**config.mk**
```make
export PLATFORM = sky130hd
export DESIGN_NAME = hsr_cmd_fifo
export DESIGN_NICKNAME = d
export VERILOG_FILES = /design/src/hw/rtl/hsr_pkg.sv /design/src/hw/rtl/hsr_cmd_fifo.sv
export SDC_FILE = /design/constraint.sdc
export NUM_CORES = 1
export LEC_CHECK = 0
export BUFFER_PORTS_ARGS = -buffer_cell sky130_fd_sc_hd__clkbuf_2
export CORE_MARGIN = 2
export CORE_UTILIZATION = 40
export DETAILED_ROUTE_END_ITERATION = 10
export PLACE_DENSITY = 0.58
export SLEW_MARGIN = 40
export SYNTH_ARGS = -nofsm -noshare
export SYNTH_HDL_FRONTEND = slang
export SYNTH_SLANG_ARGS = --single-unit
```
**constraint.sdc**
```tcl
create_clock -name i_clk -period 6.1 [get_ports i_clk]
set_clock_uncertainty 0.1 [all_clocks]
set_input_delay 1.22 -clock i_clk [delete_from_list [all_inputs] [get_ports i_clk]]
set_output_delay 1.22 -clock i_clk [all_outputs]
set_load 0.05 [all_outputs]
```
**src/hw/rtl/hsr_pkg.sv**
```systemverilog
package hsr_pkg;

    // fixed field widths
    localparam int SAMPLE_W = 16;
    localparam int OUT_W    = 17;
    localparam int STEP_W   = 20;
    localparam int ACT_W    = 2;

    // phase fraction bits, Q(FRAC_BITS)
    localparam int FRAC_BITS = 16;

    // phase holds below one plus the largest step
    localparam int PHASE_W = ((FRAC_BITS > STEP_W) ? FRAC_BITS : STEP_W) + 1;

    // horner accumulator, magnitude stays below 24 * 2^(FRAC_BITS+15)
    localparam int SUM_W  = FRAC_BITS + 21;
    localparam int PROD_W = SUM_W + FRAC_BITS + 1;

    // coefficient widths
    localparam int D1_W = 17;
    localparam int D2_W = 20;
    localparam int D3_W = 19;

    // results per item
    localparam int MAX_OUT = 64;
    localparam int CNT_W   = $clog2(MAX_OUT);

    // history fill
    localparam int PRIME_W = 3;
    localparam logic [PRIME_W-1:0] PRIME_FULL = PRIME_W'(4);

    // command queue, depth a power of two
    localparam int CMD_DEPTH = 4;
    localparam int QPTR_W    = $clog2(CMD_DEPTH);
    localparam int QCNT_W    = $clog2(CMD_DEPTH + 1);

    typedef logic signed [SAMPLE_W-1:0] t_sample;
    typedef t_sample [3:0]              t_taps;
    typedef logic [PHASE_W-1:0]         t_phase;
    typedef logic signed [SUM_W-1:0]    t_sum;
    typedef logic signed [PROD_W-1:0]   t_prod;
    typedef logic [CNT_W-1:0]           t_cnt;

    localparam logic [STEP_W-1:0] RATIO_RESET = STEP_W'(65536);
    localparam t_phase PHASE_ONE = t_phase'(1) << FRAC_BITS;
    localparam t_sum TRUNC_BIAS = (t_sum'(1) <<< (FRAC_BITS + 1)) - t_sum'(1);

    typedef enum logic [ACT_W-1:0] {
        ACT_FRAME   = 2'd0,
        ACT_END     = 2'd1,
        ACT_RESTART = 2'd2
    } t_action;

    typedef enum logic [1:0] {
        CMD_CLEAR,
        CMD_PRIME,
        CMD_STEP,
        CMD_END
    } t_cmd_kind;

    // one command: taps[0] left, taps[1] right, tap 0 oldest
    typedef struct packed {
        t_cmd_kind   kind;
        t_taps [1:0] taps;
    } t_cmd;

    typedef enum logic [2:0] {
        ST_IDLE,
        ST_S2,
        ST_S1,
        ST_S0,
        ST_PUT
    } t_back_state;

endpackage

```
**src/hw/rtl/hsr_cmd_fifo.sv**
```systemverilog
module hsr_cmd_fifo (
    input  logic          i_clk,
    input  logic          i_rst_n,
    input  logic          i_push,
    input  hsr_pkg::t_cmd i_cmd,
    output logic          o_full,
    output logic          o_valid,
    output hsr_pkg::t_cmd o_cmd,
    input  logic          i_pop
);

    hsr_pkg::t_cmd              r_entry [hsr_pkg::CMD_DEPTH];
    logic [hsr_pkg::QPTR_W-1:0] r_wr_ptr;
    logic [hsr_pkg::QPTR_W-1:0] r_rd_ptr;
    logic [hsr_pkg::QCNT_W-1:0] r_count;

    assign o_full  = (r_count == hsr_pkg::QCNT_W'(hsr_pkg::CMD_DEPTH));
    assign o_valid = (r_count != '0);
    assign o_cmd   = r_entry[r_rd_ptr];

    // entry storage
    always_ff @(posedge i_clk) begin
        if (i_push) begin
            r_entry[r_wr_ptr] <= i_cmd;
        end
    end

    // pointers and fill count
    always_ff @(posedge i_clk) begin
        if (!i_rst_n) begin
            r_wr_ptr <= '0;
            r_rd_ptr <= '0;
            r_count  <= '0;
        end else begin
            if (i_push) begin
                r_wr_ptr <= r_wr_ptr + 1'b1;
            end
            if (i_pop) begin
                r_rd_ptr <= r_rd_ptr + 1'b1;
            end
            if (i_push && !i_pop) begin
                r_count <= r_count + 1'b1;
            end else if (!i_push && i_pop) begin
                r_count <= r_count - 1'b1;
            end
        end
    end

endmodule

```
; Word-level counts from Yosys, hierarchy flattened
; Memories as Yosys holds them, arrays and structs flattened. A register that Yosys moved wholly into a read port is not among the register bits.
; Cells that the tools add are included.
[word_totals]
romBits = 0
ramBits = 520
latchBits = 0
in_bits = 134
wordCells = 21
reg_bits = 7
n_memories = 1
[classes]
bitwise = 0
n_mux = 6
n_lt_le_gt_ge = 0
n_eq_ne = 1
n_div = 0
n_mul = 0
add_sub_neg = 4
reduce_logical = 6
shift = 0
[mem_list]
columns = memory, depth, width, rd, rd_clocked_by_memory_dff, wr, line
row1 = r_entry, 4, 130, 1, 1, 1, hsr_cmd_fifo.sv:12  ; hsr_pkg::t_cmd r_entry [hsr_pkg::CMD_DEPTH];
[op_table]
columns = op, n
row1 = $mux 3, 2
row2 = $add 2x1->2 const B, 2
row3 = $mux 2, 2
row4 = $add 3x1->3 const B, 1
row5 = $eq 3x3->1 const B, 1
row6 = $reduce_bool 3->1, 1
row7 = $sub 3x1->3 const B, 1
row8 = $logic_and 1x1->1, 2
row9 = $logic_not 1->1, 2
row10 = $mux 1, 2
row11 = $reduce_bool 2->1, 1

; Depth between registers and ports, before layout
[logic_depth]
ltp_word = 4
ltp_mapped = 7
ltp_nobuf = 7

; Worst setup path before layout
; No wires, ideal clock.
[synth_path]
path_type = in2reg
from = in i_push
to = mem r_entry[0][0] in the netlist's numbering, enable pin
cell_stages = 1
n_path_buf = 0
slack_ns = 1.298
arrival_time_ns = 4.197
t_required_ns = 5.496
cell_sequence = and2_1
[synth_via]
elab_chain_cells = 2
[synth_lines]
columns = item, line
row1 = start: declaration, hsr_cmd_fifo.sv:4  ; input logic i_push,
row2 = $mux 1, hsr_cmd_fifo.sv:23  ; if (i_push) begin
row3 = $mux 1 (not written as such), hsr_cmd_fifo.sv:24  ; r_entry[r_wr_ptr] <= i_cmd;
row4 = end: declaration, hsr_cmd_fifo.sv:12
; Every way passes these cells.

==> impl_metrics.py <==
metrics = {
    "finish": {
        "layout.filler_cells": 3943,
        "area_growth_from_synthesis_to_layout_pct": 18.6,
        "finalNetCount": 1169,
        "instances_no_fill": 1685,
        "layout.area.seq_um2": 15800,
        "multiInputGateArea_um2": 3190,
        "share_of_post_route_cells_with_drive_strength_above_1_pct": 45.1,
    },
    "logic_synthesis": {
        "synth-seq-cells": 529,
        "yosys-top-cells-area": "sky130_fd_sc_hd__edfxtp_1 81%, sky130_fd_sc_hd__mux4_2 15%, sky130_fd_sc_hd__buf_12 1.1%",
        "synth.top_cell.area_share_pct": 80.9,
        "netlist_area_um2": 19300,
        "ys_types": 22,
        "synth_area_leader_cell": "sky130_fd_sc_hd__edfxtp_1",
        "post_synth.cell_area_avg_um2": 26.7,
        "postSynthNetCount": 862,
        "post_synth_inst_count": 722,
        "ys_seq_area_share_pct": 81.8,
        "synth.yosys.warnings": 0,
    },
    "floorplanning": {
        "dieHeight_um": 224,
        "die_w_um": 224,
        "placeable_core_region_um2": 47600,
        "floorplan.die_area_um2": 50000,
        "io_pins": 266,
        "initial_core_util_pct": 40.5,
        "row_cnt": 80,
    },
    "power_and_ir_drop": {
        "p_seq_share_pct": 50.8,
        "power.static_leakage_uw": 0.00768,
        "worst_ir_drop_on_vdd_mv": 0.249,
        "power.internal_uw": 6180,
        "p_comb_share_pct": 13.9,
        "netSwitchingPower_uw": 2140,
        "power.density_nw_per_um2": 364,
        "switching_share_pct": 25.7,
        "clock_power_share_pct": 35.2,
    },
    "global_route": {
        "antenna_found_initial": 4,
        "first_global_vias": 8958,
        "globalRoute.totalOverflow": 0,
        "track_usage_pct": 14.7,
        "maximum_number_of_pins_on_one_net_before_global_route_repair": 77,
        "first_pass_grt_wire_length_um": 55200,
    },
    "timing": {
        "fin_crit_sh_pct": 65.6,
        "final_slew_viol_count": 0,
        "period_minus_slack_ps": 4000,
        "report.final.setup_viol": 0,
        "max-slew-margin-rel_pct": 54.0,
        "maxClockFrequency_mhz": 250,
        "rsz0062_at_grt": "no",
        "tns_ps": 0,
        "worst_pin_slew_ps": 690,
        "hold_viol_final": 0,
    },
    "detailed_routing": {
        "drtIter0Drc": 518,
        "drt_drc_violations_left": 0,
        "dr_total_vias": 8420,
        "finalWirelength_um": 36300,
        "detailedRoute.firstPassIterationCount": 4,
        "avgViaCountPerCell": 5.00,
        "antenna_viol_nets_final": 0,
        "post_drt_wl_per_cell_um": 21.6,
    },
    "clock_tree": {
        "maximum_root_to_sink_buffer_count": 3,
        "clock_sink_count": 529,
        "cts.clk_slew.worst_paths_ps": 60,
        "tritoncts": "yes",
        "clock_network_latency_to_the_later_pin_of_the_worst_skew_pair_ps": 580,
        "cts-root-buf": "sky130_fd_sc_hd__clkbuf_16",
        "numCtsBuffers": 53,
        "cts_resized": 0,
        "cts_max_level": 2,
        "post-cts-setup-buffers": 0,
        "cts_hold_buf": 0,
    },
    "critical_path": {
        "required_time_of_the_worst_setup_path_ps": 4780,
        "worst-setup-path-type": "reg2out",
        "crit_chain": "buf_12 -> mux4_2 -> clkbuf_2",
        "slowest_delay_ps": 790,
        "timing.critical_path.arrival_ps": 2680,
        "timing.critical_path.from_type": "register",
        "crit_path_buf_inv_count": 2,
        "critPathTopFamily": "flip-flops",
        "critical_path_cell_count": 3,
        "critical-path-slowest-cell": "sky130_fd_sc_hd__dfxtp_4",
        "critical_path.endpoint_type": "output pin",
        "timing.rr.end": "r_entry[2][69]",
        "timing.reg2reg.setup_slack_ps": 3970,
        "critical_path.reg2reg.startpoint": "r_wr_ptr[0]",
        "crit_path_max_fanout": 47,
        "timing.reg2reg.worst_path_depth": 4,
    },
    "outcome": {
        "run_status": "finished clean",
    },
    "worst_hold_path": {
        "min_delay_worst_endpoint": "r_count[2]",
        "worstHoldStart": "r_count[2]",
        "worstHoldPathType": "reg2reg",
        "min_path_cells": 2,
    },
    "placed_design": {
        "place.port_buffers": 265,
        "place.gp.congestion": 0.679,
        "placedCellCount": 1589,
        "dpl.hpwl_um": 21900,
    },
    "flow_run": {
        "drv_cap": 0,
    },
}
[cells in the final DEF (no fill, tap or decap), types with 2 or more instances in the layout]
cell / count
sky130_fd_sc_hd__buf_12: 9
sky130_fd_sc_hd__mux2i_1: 2
sky130_fd_sc_hd__clkbuf_1: 9
sky130_fd_sc_hd__edfxtp_1: 520
sky130_fd_sc_hd__buf_4: 5
sky130_fd_sc_hd__or3_1: 2
sky130_fd_sc_hd__ha_1: 5
sky130_fd_sc_hd__clkbuf_2: 265
sky130_fd_sc_hd__buf_6: 2
sky130_fd_sc_hd__xnor2_1: 2
sky130_fd_sc_hd__and2_1: 5
sky130_fd_sc_hd__clkinv_2: 8
sky130_fd_sc_hd__and2_4: 4
sky130_fd_sc_hd__inv_1: 4
sky130_fd_sc_hd__nor2b_1: 2
sky130_fd_sc_hd__mux4_2: 130
sky130_fd_sc_hd__bufinv_16: 2
sky130_fd_sc_hd__clkinv_1: 21
sky130_fd_sc_hd__dfxtp_4: 2
sky130_fd_sc_hd__xor2_1: 3
sky130_fd_sc_hd__clkbuf_16: 53
sky130_fd_sc_hd__dfxtp_1: 7
[cell usage after synthesis, drive strengths merged]
cell type / instances
nor2b: 2
a21boi: 1
edfxtp: 520
o21ai: 1
or3: 2
mux4: 130
ha: 5
buf: 28
fa: 1
and2: 9
dfxtp: 9
xnor2: 2
nand2: 1
xor2: 3
clkbuf: 1
nor3b: 1
mux2i: 2
inv: 4
[routing by layer]
metal | vias to the layer above | track usage, % | wire (um)
met4 | 4 | 4.49 | 726
li1 | 3742 | - | -
met1 | 4394 | 19.6 | 15200
met3 | 63 | 4.88 | 2710
met5 | - | 0 | 22
met2 | 217 | 23.2 | 17600
[power groups by stage]
stage | clock [uW] | sequential (uW) | combinational, uW
floorplan | 0 | 4300 | 903
global placement | 0 | 4310 | 1160
detailed placement | 0 | 4310 | 1180
CTS | 3020 | 4230 | 1190
global route | 3170 | 4250 | 1230
finish | 2930 | 4230 | 1160
[state kept, by name, indices dropped and copies added, names as in the netlist, named ones only]
name,count
r_entry,520
r_count,3
r_rd_ptr,2
r_wr_ptr,2
[area by class of cell]
type                       instances  share of cell area, %
tap                              615                   3.36
clock inverter                    33                  0.852
timing repair buffer             281                   6.84
clock buffer                      62                   5.94
antenna                            1                 0.0109
multi-input combinational        160                   13.9
inverter                           4                 0.0656
sequential                       529                   69.0
[worst reg2reg max path: stages, from the launching register on]
cell and delay [ps]:
sky130_fd_sc_hd__dfxtp_1 340, sky130_fd_sc_hd__inv_1 90, sky130_fd_sc_hd__ha_1 140, sky130_fd_sc_hd__and2_4 420, sky130_fd_sc_hd__buf_6 600
[how the worst max path moves through the flow]
stage | startpoint | endpoint | slack (ps)
6_report | register | o_cmd[67] | 2100
5_1_grt | register | o_cmd[33] | 1880
2_1_floorplan | i_push | r_entry[0][0] | 1300
3_3_place_gp | register | o_cmd[33] | 2610
4_1_cts | register | o_cmd[33] | 1970
3_5_place_dp | register | o_cmd[33] | 2590
[logic make-up after synthesis]
logic type	Yosys count	share of synthesized area, %
AO/OA/AOI/OAI	2	0.0648
XOR/XNOR	5	0.227
adder cells (fa/ha/maj)	6	0.428
buffers and inverters	33	1.73
flip-flops	529	81.8
multiplexers	132	15.3
AND/OR/NAND/NOR	15	0.479
[per-stage QoR]
stage	utilization, %	power (uW)	cell area [um^2]	hold slack, ps	worst slack, ps
final	48.1	8330	22900	410	2100
after global routing	48.1	8640	22900	453	1880
after CTS	48.1	8440	22900	405	1970
after detailed placement	44.8	5490	21300	395	2590
after global placement	44.7	5470	21300	387	2610
after floorplan	-	5200	19300	367	1300
Power figures use the tool's default switching activity.
