## src/hw/rtl/hsr_pkg.sv

```systemverilog
package hsr_pkg;

    // fixed field widths
    localparam int SAMPLE_W = 16;
    localparam int OUT_W    = 17;
    localparam int STEP_W   = 20;
    localparam int ACT_W    = 2;

    // phase fraction bits, Q(FRAC_BITS)
    localparam int FRAC_BITS = 16;

    // phase holds below one plus the largest step
    localparam int PHASE_W = ((FRAC_BITS > STEP_W) ? FRAC_BITS : STEP_W) + 1;

    // horner accumulator, magnitude stays below 24 * 2^(FRAC_BITS+15)
    localparam int SUM_W  = FRAC_BITS + 21;
    localparam int PROD_W = SUM_W + FRAC_BITS + 1;

    // coefficient widths
    localparam int D1_W = 17;
    localparam int D2_W = 20;
    localparam int D3_W = 19;

    // results per item
    localparam int MAX_OUT = 64;
    localparam int CNT_W   = $clog2(MAX_OUT);

    // history fill
    localparam int PRIME_W = 3;
    localparam logic [PRIME_W-1:0] PRIME_FULL = PRIME_W'(4);

    // command queue, depth a power of two
    localparam int CMD_DEPTH = 4;
    localparam int QPTR_W    = $clog2(CMD_DEPTH);
    localparam int QCNT_W    = $clog2(CMD_DEPTH + 1);

    typedef logic signed [SAMPLE_W-1:0] t_sample;
    typedef t_sample [3:0]              t_taps;
    typedef logic [PHASE_W-1:0]         t_phase;
    typedef logic signed [SUM_W-1:0]    t_sum;
    typedef logic signed [PROD_W-1:0]   t_prod;
    typedef logic [CNT_W-1:0]           t_cnt;

    localparam logic [STEP_W-1:0] RATIO_RESET = STEP_W'(65536);
    localparam t_phase PHASE_ONE = t_phase'(1) << FRAC_BITS;
    localparam t_sum TRUNC_BIAS = (t_sum'(1) <<< (FRAC_BITS + 1)) - t_sum'(1);

    typedef enum logic [ACT_W-1:0] {
        ACT_FRAME   = 2'd0,
        ACT_END     = 2'd1,
        ACT_RESTART = 2'd2
    } t_action;

    typedef enum logic [1:0] {
        CMD_CLEAR,
        CMD_PRIME,
        CMD_STEP,
        CMD_END
    } t_cmd_kind;

    // one command: taps[0] left, taps[1] right, tap 0 oldest
    typedef struct packed {
        t_cmd_kind   kind;
        t_taps [1:0] taps;
    } t_cmd;

    typedef enum logic [2:0] {
        ST_IDLE,
        ST_S2,
        ST_S1,
        ST_S0,
        ST_PUT
    } t_back_state;

endpackage

```

## src/hw/rtl/hsr_if.sv

```systemverilog
// source frame channel
interface hsr_in_if;
    logic                              valid;
    logic                              ready;
    logic [hsr_pkg::ACT_W-1:0]         action;
    logic signed [hsr_pkg::SAMPLE_W-1:0] left_in;
    logic signed [hsr_pkg::SAMPLE_W-1:0] right_in;

    modport source (output valid, action, left_in, right_in, input ready);
    modport sink   (input valid, action, left_in, right_in, output ready);
endinterface


```

## src/hw/rtl/hsr_front.sv

```systemverilog
module hsr_front (
    input  logic          i_clk,
    input  logic          i_rst_n,
    hsr_in_if.sink        i_src,
    input  logic          i_q_full,
    output logic          o_push,
    output hsr_pkg::t_cmd o_cmd
);

    hsr_pkg::t_taps [1:0]            r_hist;
    hsr_pkg::t_taps [1:0]            n_hist;
    logic [hsr_pkg::PRIME_W-1:0]     r_prime;
    logic [hsr_pkg::PRIME_W-1:0]     n_prime;
    logic                            r_finished;
    logic                            n_finished;
    logic                            w_accept;
    hsr_pkg::t_sample [1:0]          w_smp;
    hsr_pkg::t_taps [1:0]            w_shift;
    logic                            w_mid_zero;

    // take items whenever the queue has room
    assign i_src.ready = !i_q_full;
    assign w_accept    = i_src.valid && !i_q_full;

    // end of stream shifts in silence
    always_comb begin
        if (i_src.action == hsr_pkg::ACT_FRAME) begin
            w_smp[0] = i_src.left_in;
            w_smp[1] = i_src.right_in;
        end else begin
            w_smp[0] = '0;
            w_smp[1] = '0;
        end
        for (int c = 0; c < 2; c++) begin
            w_shift[c] = {w_smp[c], r_hist[c][3:1]};
        end
        w_mid_zero = (w_shift[0][1] == '0) && (w_shift[0][2] == '0) &&
                     (w_shift[1][1] == '0) && (w_shift[1][2] == '0);
    end

    // classify the item and update history
    always_comb begin
        n_hist      = r_hist;
        n_prime     = r_prime;
        n_finished  = r_finished;
        o_push      = 1'b0;
        o_cmd.kind  = hsr_pkg::CMD_CLEAR;
        o_cmd.taps  = w_shift;
        if (w_accept) begin
            case (i_src.action)
                hsr_pkg::ACT_RESTART: begin
                    n_hist     = '0;
                    n_prime    = '0;
                    n_finished = 1'b0;
                    o_push     = 1'b1;
                    o_cmd.kind = hsr_pkg::CMD_CLEAR;
                end
                hsr_pkg::ACT_FRAME, hsr_pkg::ACT_END: begin
                    if (!r_finished) begin
                        if (r_prime != hsr_pkg::PRIME_FULL) begin
                            if (i_src.action == hsr_pkg::ACT_END) begin
                                n_finished = 1'b1;
                                o_push     = 1'b1;
                                o_cmd.kind = hsr_pkg::CMD_END;
                            end else begin
                                n_hist  = w_shift;
                                n_prime = r_prime + 1'b1;
                                if (r_prime == hsr_pkg::PRIME_FULL - 1'b1) begin
                                    o_push     = 1'b1;
                                    o_cmd.kind = hsr_pkg::CMD_PRIME;
                                end
                            end
                        end else begin
                            n_hist = w_shift;
                            o_push = 1'b1;
                            if (i_src.action == hsr_pkg::ACT_END && w_mid_zero) begin
                                n_finished = 1'b1;
                                o_cmd.kind = hsr_pkg::CMD_END;
                            end else begin
                                o_cmd.kind = hsr_pkg::CMD_STEP;
                            end
                        end
                    end
                end
                default: begin
                end
            endcase
        end
    end

    // state registers
    always_ff @(posedge i_clk) begin
        if (!i_rst_n) begin
            r_hist     <= '0;
            r_prime    <= '0;
            r_finished <= 1'b0;
        end else begin
            r_hist     <= n_hist;
            r_prime    <= n_prime;
            r_finished <= n_finished;
        end
    end

endmodule

```

## src/flat_wrapper.sv

```systemverilog
// flat-port wrapper written by rule: the top's interface ports become plain ports
module hsr_front_flat 
  (i_clk, i_rst_n, i_q_full, o_push, o_cmd, i_src_valid, i_src_action, i_src_left_in, i_src_right_in, i_src_ready);
  hsr_in_if i_src_i ();
  input  logic i_clk;
  input  logic i_rst_n;
  input  logic i_q_full;
  output logic o_push;
  output hsr_pkg::t_cmd o_cmd;
  input wire logic [$bits(i_src_i.valid)-1:0] i_src_valid;
  input wire logic [$bits(i_src_i.action)-1:0] i_src_action;
  input wire logic [$bits(i_src_i.left_in)-1:0] i_src_left_in;
  input wire logic [$bits(i_src_i.right_in)-1:0] i_src_right_in;
  output wire logic [$bits(i_src_i.ready)-1:0] i_src_ready;
  assign i_src_i.valid = i_src_valid;
  assign i_src_i.action = i_src_action;
  assign i_src_i.left_in = i_src_left_in;
  assign i_src_i.right_in = i_src_right_in;
  assign i_src_ready = i_src_i.ready;
  hsr_front u_core (.i_clk(i_clk), .i_rst_n(i_rst_n), .i_src(i_src_i), .i_q_full(i_q_full), .o_push(o_push), .o_cmd(o_cmd));
endmodule
```

## config.mk

```make
export PLATFORM = sky130hd
export DESIGN_NAME = hsr_front_flat
export DESIGN_NICKNAME = d
export VERILOG_FILES = /design/src/hw/rtl/hsr_pkg.sv /design/src/hw/rtl/hsr_if.sv /design/src/hw/rtl/hsr_front.sv /design/src/flat_wrapper.sv
export SDC_FILE = /design/constraint.sdc
export NUM_CORES = 1
export LEC_CHECK = 0
export ABC_AREA = 1
export BUFFER_PORTS_ARGS = -buffer_cell sky130_fd_sc_hd__buf_2
export CAP_MARGIN = 20
export CORE_MARGIN = 5
export CORE_UTILIZATION = 50
export CTS_BUF_LIST = sky130_fd_sc_hd__clkbuf_8
export DETAILED_ROUTE_END_ITERATION = 7
export PLACE_DENSITY = 0.79
export SETUP_SLACK_MARGIN = 0.1
export SYNTH_ARGS = -nofsm -noshare
export SYNTH_HDL_FRONTEND = slang
export SYNTH_SLANG_ARGS = --single-unit
```

## constraint.sdc

```tcl
create_clock -name i_clk -period 1.83 [get_ports i_clk]
set_input_delay 0 -clock i_clk [delete_from_list [all_inputs] [get_ports i_clk]]
set_output_delay 0 -clock i_clk [all_outputs]
set_load 0.05 [all_outputs]
```

==> After elaboration in Yosys (flattened, before gate mapping) <==
Cells that the tools add are included.
{ "totals": {"out_inout_bits": 132, "in_bits": 38, "register_bits": 100, "elab_cells": 60} }
{ "op_classes": {"reduce_logical": 16, "n_eq_ne": 8, "n_addsub": 1, "muxes": 27} }
{ "ops": {"columns": ["operator", "n"], "rows": [
  ["2-to-1 mux 128 bit", 3],
  ["case mux 128 bit (2 select lines)", 1],
  ["logical NOT 16 bit", 4],
  ["2-to-1 mux 32 bit", 1],
  ["2-to-1 mux 1 bit", 11],
  ["2-to-1 mux 2 bit", 5],
  ["2-to-1 mux 3 bit", 3],
  ["!= test 3 bit (second input constant)", 2],
  ["case mux 3 bit (2 select lines)", 1],
  ["logical AND 1 bit", 5],
  ["AND reduction 5 bit", 1],
  ["!= test 2 bit (second input constant)", 2],
  ["case mux 1 bit (2 select lines)", 2],
  ["AND reduction 4 bit", 1],
  ["adder 3 x 1 -> 3 bit (second input constant)", 1],
  ["equality test 3 x 2 -> 1 bit (second input constant)", 1],
  ["equality test 2 x 1 -> 1 bit (second input constant)", 1],
  ["equality test 2 bit (second input constant)", 1],
  ["logical NOT 2 bit", 1],
  ["!= test 2 x 1 -> 1 bit (second input constant)", 1],
  ["AND reduction 2 bit", 1],
  ["nonzero test 2 bit", 1],
  ["OR reduction 2 bit", 1],
  ["logical NOT 1 bit", 1]
]} }

==> Longest topological paths before layout <==
{ "logic_depth": {"word_depth": 10, "mapped_depth": 10, "ltp_nobuf": 9} }

==> Least setup slack after synthesis <==
No wires, ideal clock.
{ "synth_timing": {"path_kind": "register to output", "startpoint": "reg u_core.r_hist (netlist bit u_core.o_cmd[30])", "endpoint": "out o_cmd[128] (netlist name)", "path_stages_with_launch": 9, "setup_slack_ns": -0.372, "t_arrival_ns": 2.202, "path_buffers": 0, "required_time_ns": 1.830, "cell_sequence": "dfxtp_1 nor2_1 nand2_1 nor2_1 nand2_1 nor2_1 nand3_1 nand2_1 nor3b_1"} }
{ "synth_lines": {"columns": ["element", "line", "rtl"], "rows": [
  ["start: declaration", "hsr_front.sv:10", "hsr_pkg::t_taps [1:0] r_hist;"],
  ["start signal: assignment", "hsr_front.sv:98", "r_hist <= n_hist;"],
  ["end: declaration", "flat_wrapper.sv:9", "output hsr_pkg::t_cmd o_cmd;"]
]} }

==> summary.txt <==
Routing
  • Initial detailed-routing violation count: 347
  • Initial DRT Pass Iterations: 5
  • Mean number of vias per cell: 5.212
  • Post-route ant nets: 0
  • Final WL: 12780 µm
  • # DRC: 0
  • Wire per inst: 14.79 µm
  • Vias: 4503

Timing
  • Period utilisation layout: 0.9398
  • Min Clock Period, post-route: 1.720 ns
  • Setup TNS: 0 ns
  • RSZ-0062 raised after global routing: yes
  • Worst-Margin Slew: 0.3940 ns
  • Rel. slew slack: 0.7373
  • Min Hold Slack: 0.03698 ns
  • # setup viols final: 0
  • Hold Vio Cnt, Final: 0
  • Final Max Tran Viols: 0
  • Final Skew: 0.009795 ns
  • F_max: 581.5 MHz

CTS
  • Clock sinks: 100
  • H-tree Lvls: 3
  • TritonCTS Buffers: 9
  • CTS tree: done
  • Cts hold-fix bufs: 0
  • CTS clk-pin slew, worst paths: 0.10 ns
  • Clock Latency Late Sink: 0.36 ns
  • CTS max path bufs: 2
  • Clk root buf: clkbuf_8

Global routing
  • Global-route wire length before repair: 19400 µm
  • Global Route Usage Sum: 0.2308
  • Largest net degree at the start of global routing: 98
  • Vias in the first global route: 4085
  • Gr ovfl total: 0
  • Initial antenna violation count: 0

Setup path
  • WP data required: 1.83 ns
  • CP Buf/Inv Count: 1
  • Worst EP arrival: 1.72 ns
  • Crit Path Max Fanout: 3
  • Crit. End Element: primary output
  • CP max stage delay: 0.36 ns
  • Delay-heaviest family, CP: simple AND/OR/NAND/NOR gates
  • R2R Setup Slk: 0.24 ns
  • CP Class: reg2out
  • CP Cell Sequence: nor2_2 -> nand2_1 -> nor2_2 -> nand2_1 -> nor2_1 -> nand3_1 -> nand2_1 -> nor3b_2 -> buf_6
  • FF-to-FF Start: u_core.r_prime[0]
  • Crit path top cell by count: nand2_1
  • Reg2Reg Depth: 9
  • Slowest CP cell: dfxtp_4
  • Worst Setup Start Kind: register
  • R2r endpoint: u_core.o_cmd[7]

Floorplan
  • Die area: 0.01028 mm²
  • Io pins: 170
  • # rows: 33
  • Core ar.: 0.008175 mm²
  • Starting density of the core: 0.5107
  • Chip width: 101.4 µm
  • Die Y-Extent: 101.4 µm

Power and ir drop
  • Maximum vdd drop: 0.6256 mV
  • Cell area power density: 849.5 mW/mm²
  • Leak: 2.661 nW

Layout
  • Fillers: 715
  • Layout cell share with drive strength beyond 1: 0.3202
  • Commonest non-fill, non-tap cells in the layout: buf_2 (167), nor2_1 (131), nand2_1 (84)
  • Nets@finish: 795
  • N_diodes: 0
  • P&R area growth vs syn: 31.97%
  • Commonest non-fill, non-tap cell in the layout: buf_2

Synthesis
  • Sequential area share after synthesis: 0.4795
  • Syn_area_per_cell: 6.982 µm²
  • Cells after Synth: 598
  • Synth unique cells: 22
  • Yosys reg bits: 100
  • Syn Nets: 639
  • Mapped Area: 0.004175 mm²
  • Yosys warns: 0

Hold path
  • Hold_sp: i_src_right_in[15]
  • WHS Endpoint: u_core.o_cmd[111]
  • HP Class: in2reg
  • Hold depth: 5

Placement
  • DP HPWL: 8532 µm
  • GP Congestion: 0.8477
  • Port Buf Inserts: 169

Status
  • Status: complete, no violations

Run
  • Max Cap Viol: 0
==> cell type report <==
class | instances | area [µm²] | share of cell area
multi-input combinational | 411 | 1877 | 0.3406
clock inverter | 7 | 97.59 | 0.01771
inverter | 47 | 178.9 | 0.03247
tap | 105 | 131.4 | 0.02384
timing repair buffer | 185 | 1067 | 0.1937
sequential | 100 | 2034 | 0.3692
clock buffer | 9 | 123.9 | 0.02248
==> how the worst max path moves through the flow <==
stage	startpoint	end	slack [ns]	depth (start not counted)
after floorplan	u_core.o_cmd[30]	o_cmd[128]	0.13	8
after global placement	u_core.r_prime[0]	u_core.o_cmd[0]	0.24	9
after CTS	u_core.o_cmd[90]	o_cmd[128]	0.03	9
after global routing	u_core.o_cmd[97]	o_cmd[128]	0.02	9
after detailed placement	u_core.r_prime[0]	u_core.o_cmd[13]	0.15	9
final	u_core.o_cmd[90]	o_cmd[128]	0.11	9
==> flip-flops by register name (all words and copies together), names as in the netlist <==
register           flops
u_core.r_finished      1
u_core.o_cmd          96
u_core.r_prime         3
==> per-stage QoR <==
stage          utilization  setup WS, ns  instances  power (W)  cell area, µm²
5_1_grt             0.6740       0.02112        864   0.004845            5510
6_report            0.6740        0.1102        864   0.004681            5510
4_1_cts             0.6508       0.02606        857   0.004630            5320
3_3_place_gp        0.6227        0.2415        841   0.003106            5091
2_1_floorplan            -        0.1251        598   0.002904            4180
3_5_place_dp        0.6227        0.1526        841   0.003118            5091
==> layer usage <==
| layer | up-vias | GRT usage | share of wire |
|---|---|---|---|
| met2 | 180 | 0.3742 | 0.50 |
| met3 | 19 | 0.03994 | 0.077 |
| met4 | 0 | 0.08589 | 0.019 |
| met5 | - | 0 | 0 |
| li1 | 2232 | - | - |
| met1 | 2072 | 0.3085 | 0.40 |
==> cell families after synthesis <==
kind of cell,count (synthesis),synth area share
AND/OR/NAND/NOR,300,0.2949
adder cells (fa/ha/maj),3,0.008991
AO/OA/AOI/OAI,108,0.1316
buffers and inverters,87,0.08510
flip-flops,100,0.4795
==> worst register-to-register path, cell delays in order (launching register included) <==
cell and delay, ns:
dfxtp_2 0.33, inv_1 0.09, ha_1 0.17, nand2_2 0.07
nand2_1 0.11, nand3_4 0.14, inv_4 0.14, buf_12 0.21
nand3_1 0.13, a21oi_1 0.14
==> cell usage after synthesis <==
cell | number | area [µm²]
nor2_1 | 140 | 525.5
dfxtp_1 | 100 | 2002
nand2_1 | 85 | 319.1
a21oi_1 | 70 | 350.3
nand3_1 | 68 | 340.3
inv_1 | 44 | 165.2
o21ai_0 | 35 | 175.2
clkbuf_1 | 22 | 82.58
buf_2 | 11 | 55.05
buf_1 | 4 | 15.01
ha_1 | 3 | 37.54
inv_2 | 3 | 11.26
a211oi_1 | 2 | 15.01
buf_4 | 2 | 15.01
nor3_1 | 2 | 10.01
a21oi_2 | 1 | 8.760
buf_6 | 1 | 11.26
nand2_2 | 1 | 6.260
nand3_2 | 1 | 10.01
nand4_1 | 1 | 6.260
nor2_2 | 1 | 6.260
nor3b_1 | 1 | 7.510
==> timing repair <==
| action | CTS | global route |
|---|---|---|
| pin swaps | 0 | 4 |
| gates resized for setup | 2 | 45 |
| cloned | 0 | 2 |
| endpoints found under the setup margin | 2 | 81 |
| setup buffers | 0 | 5 |
==> where the power goes <==
group          total (W)  internal, W  switching (W)
clock network    0.00156     0.000778       0.000780
registers        0.00229      0.00223      0.0000637
logic           0.000830     0.000224       0.000606
Note: power is estimated with default switching activity, not from simulation.
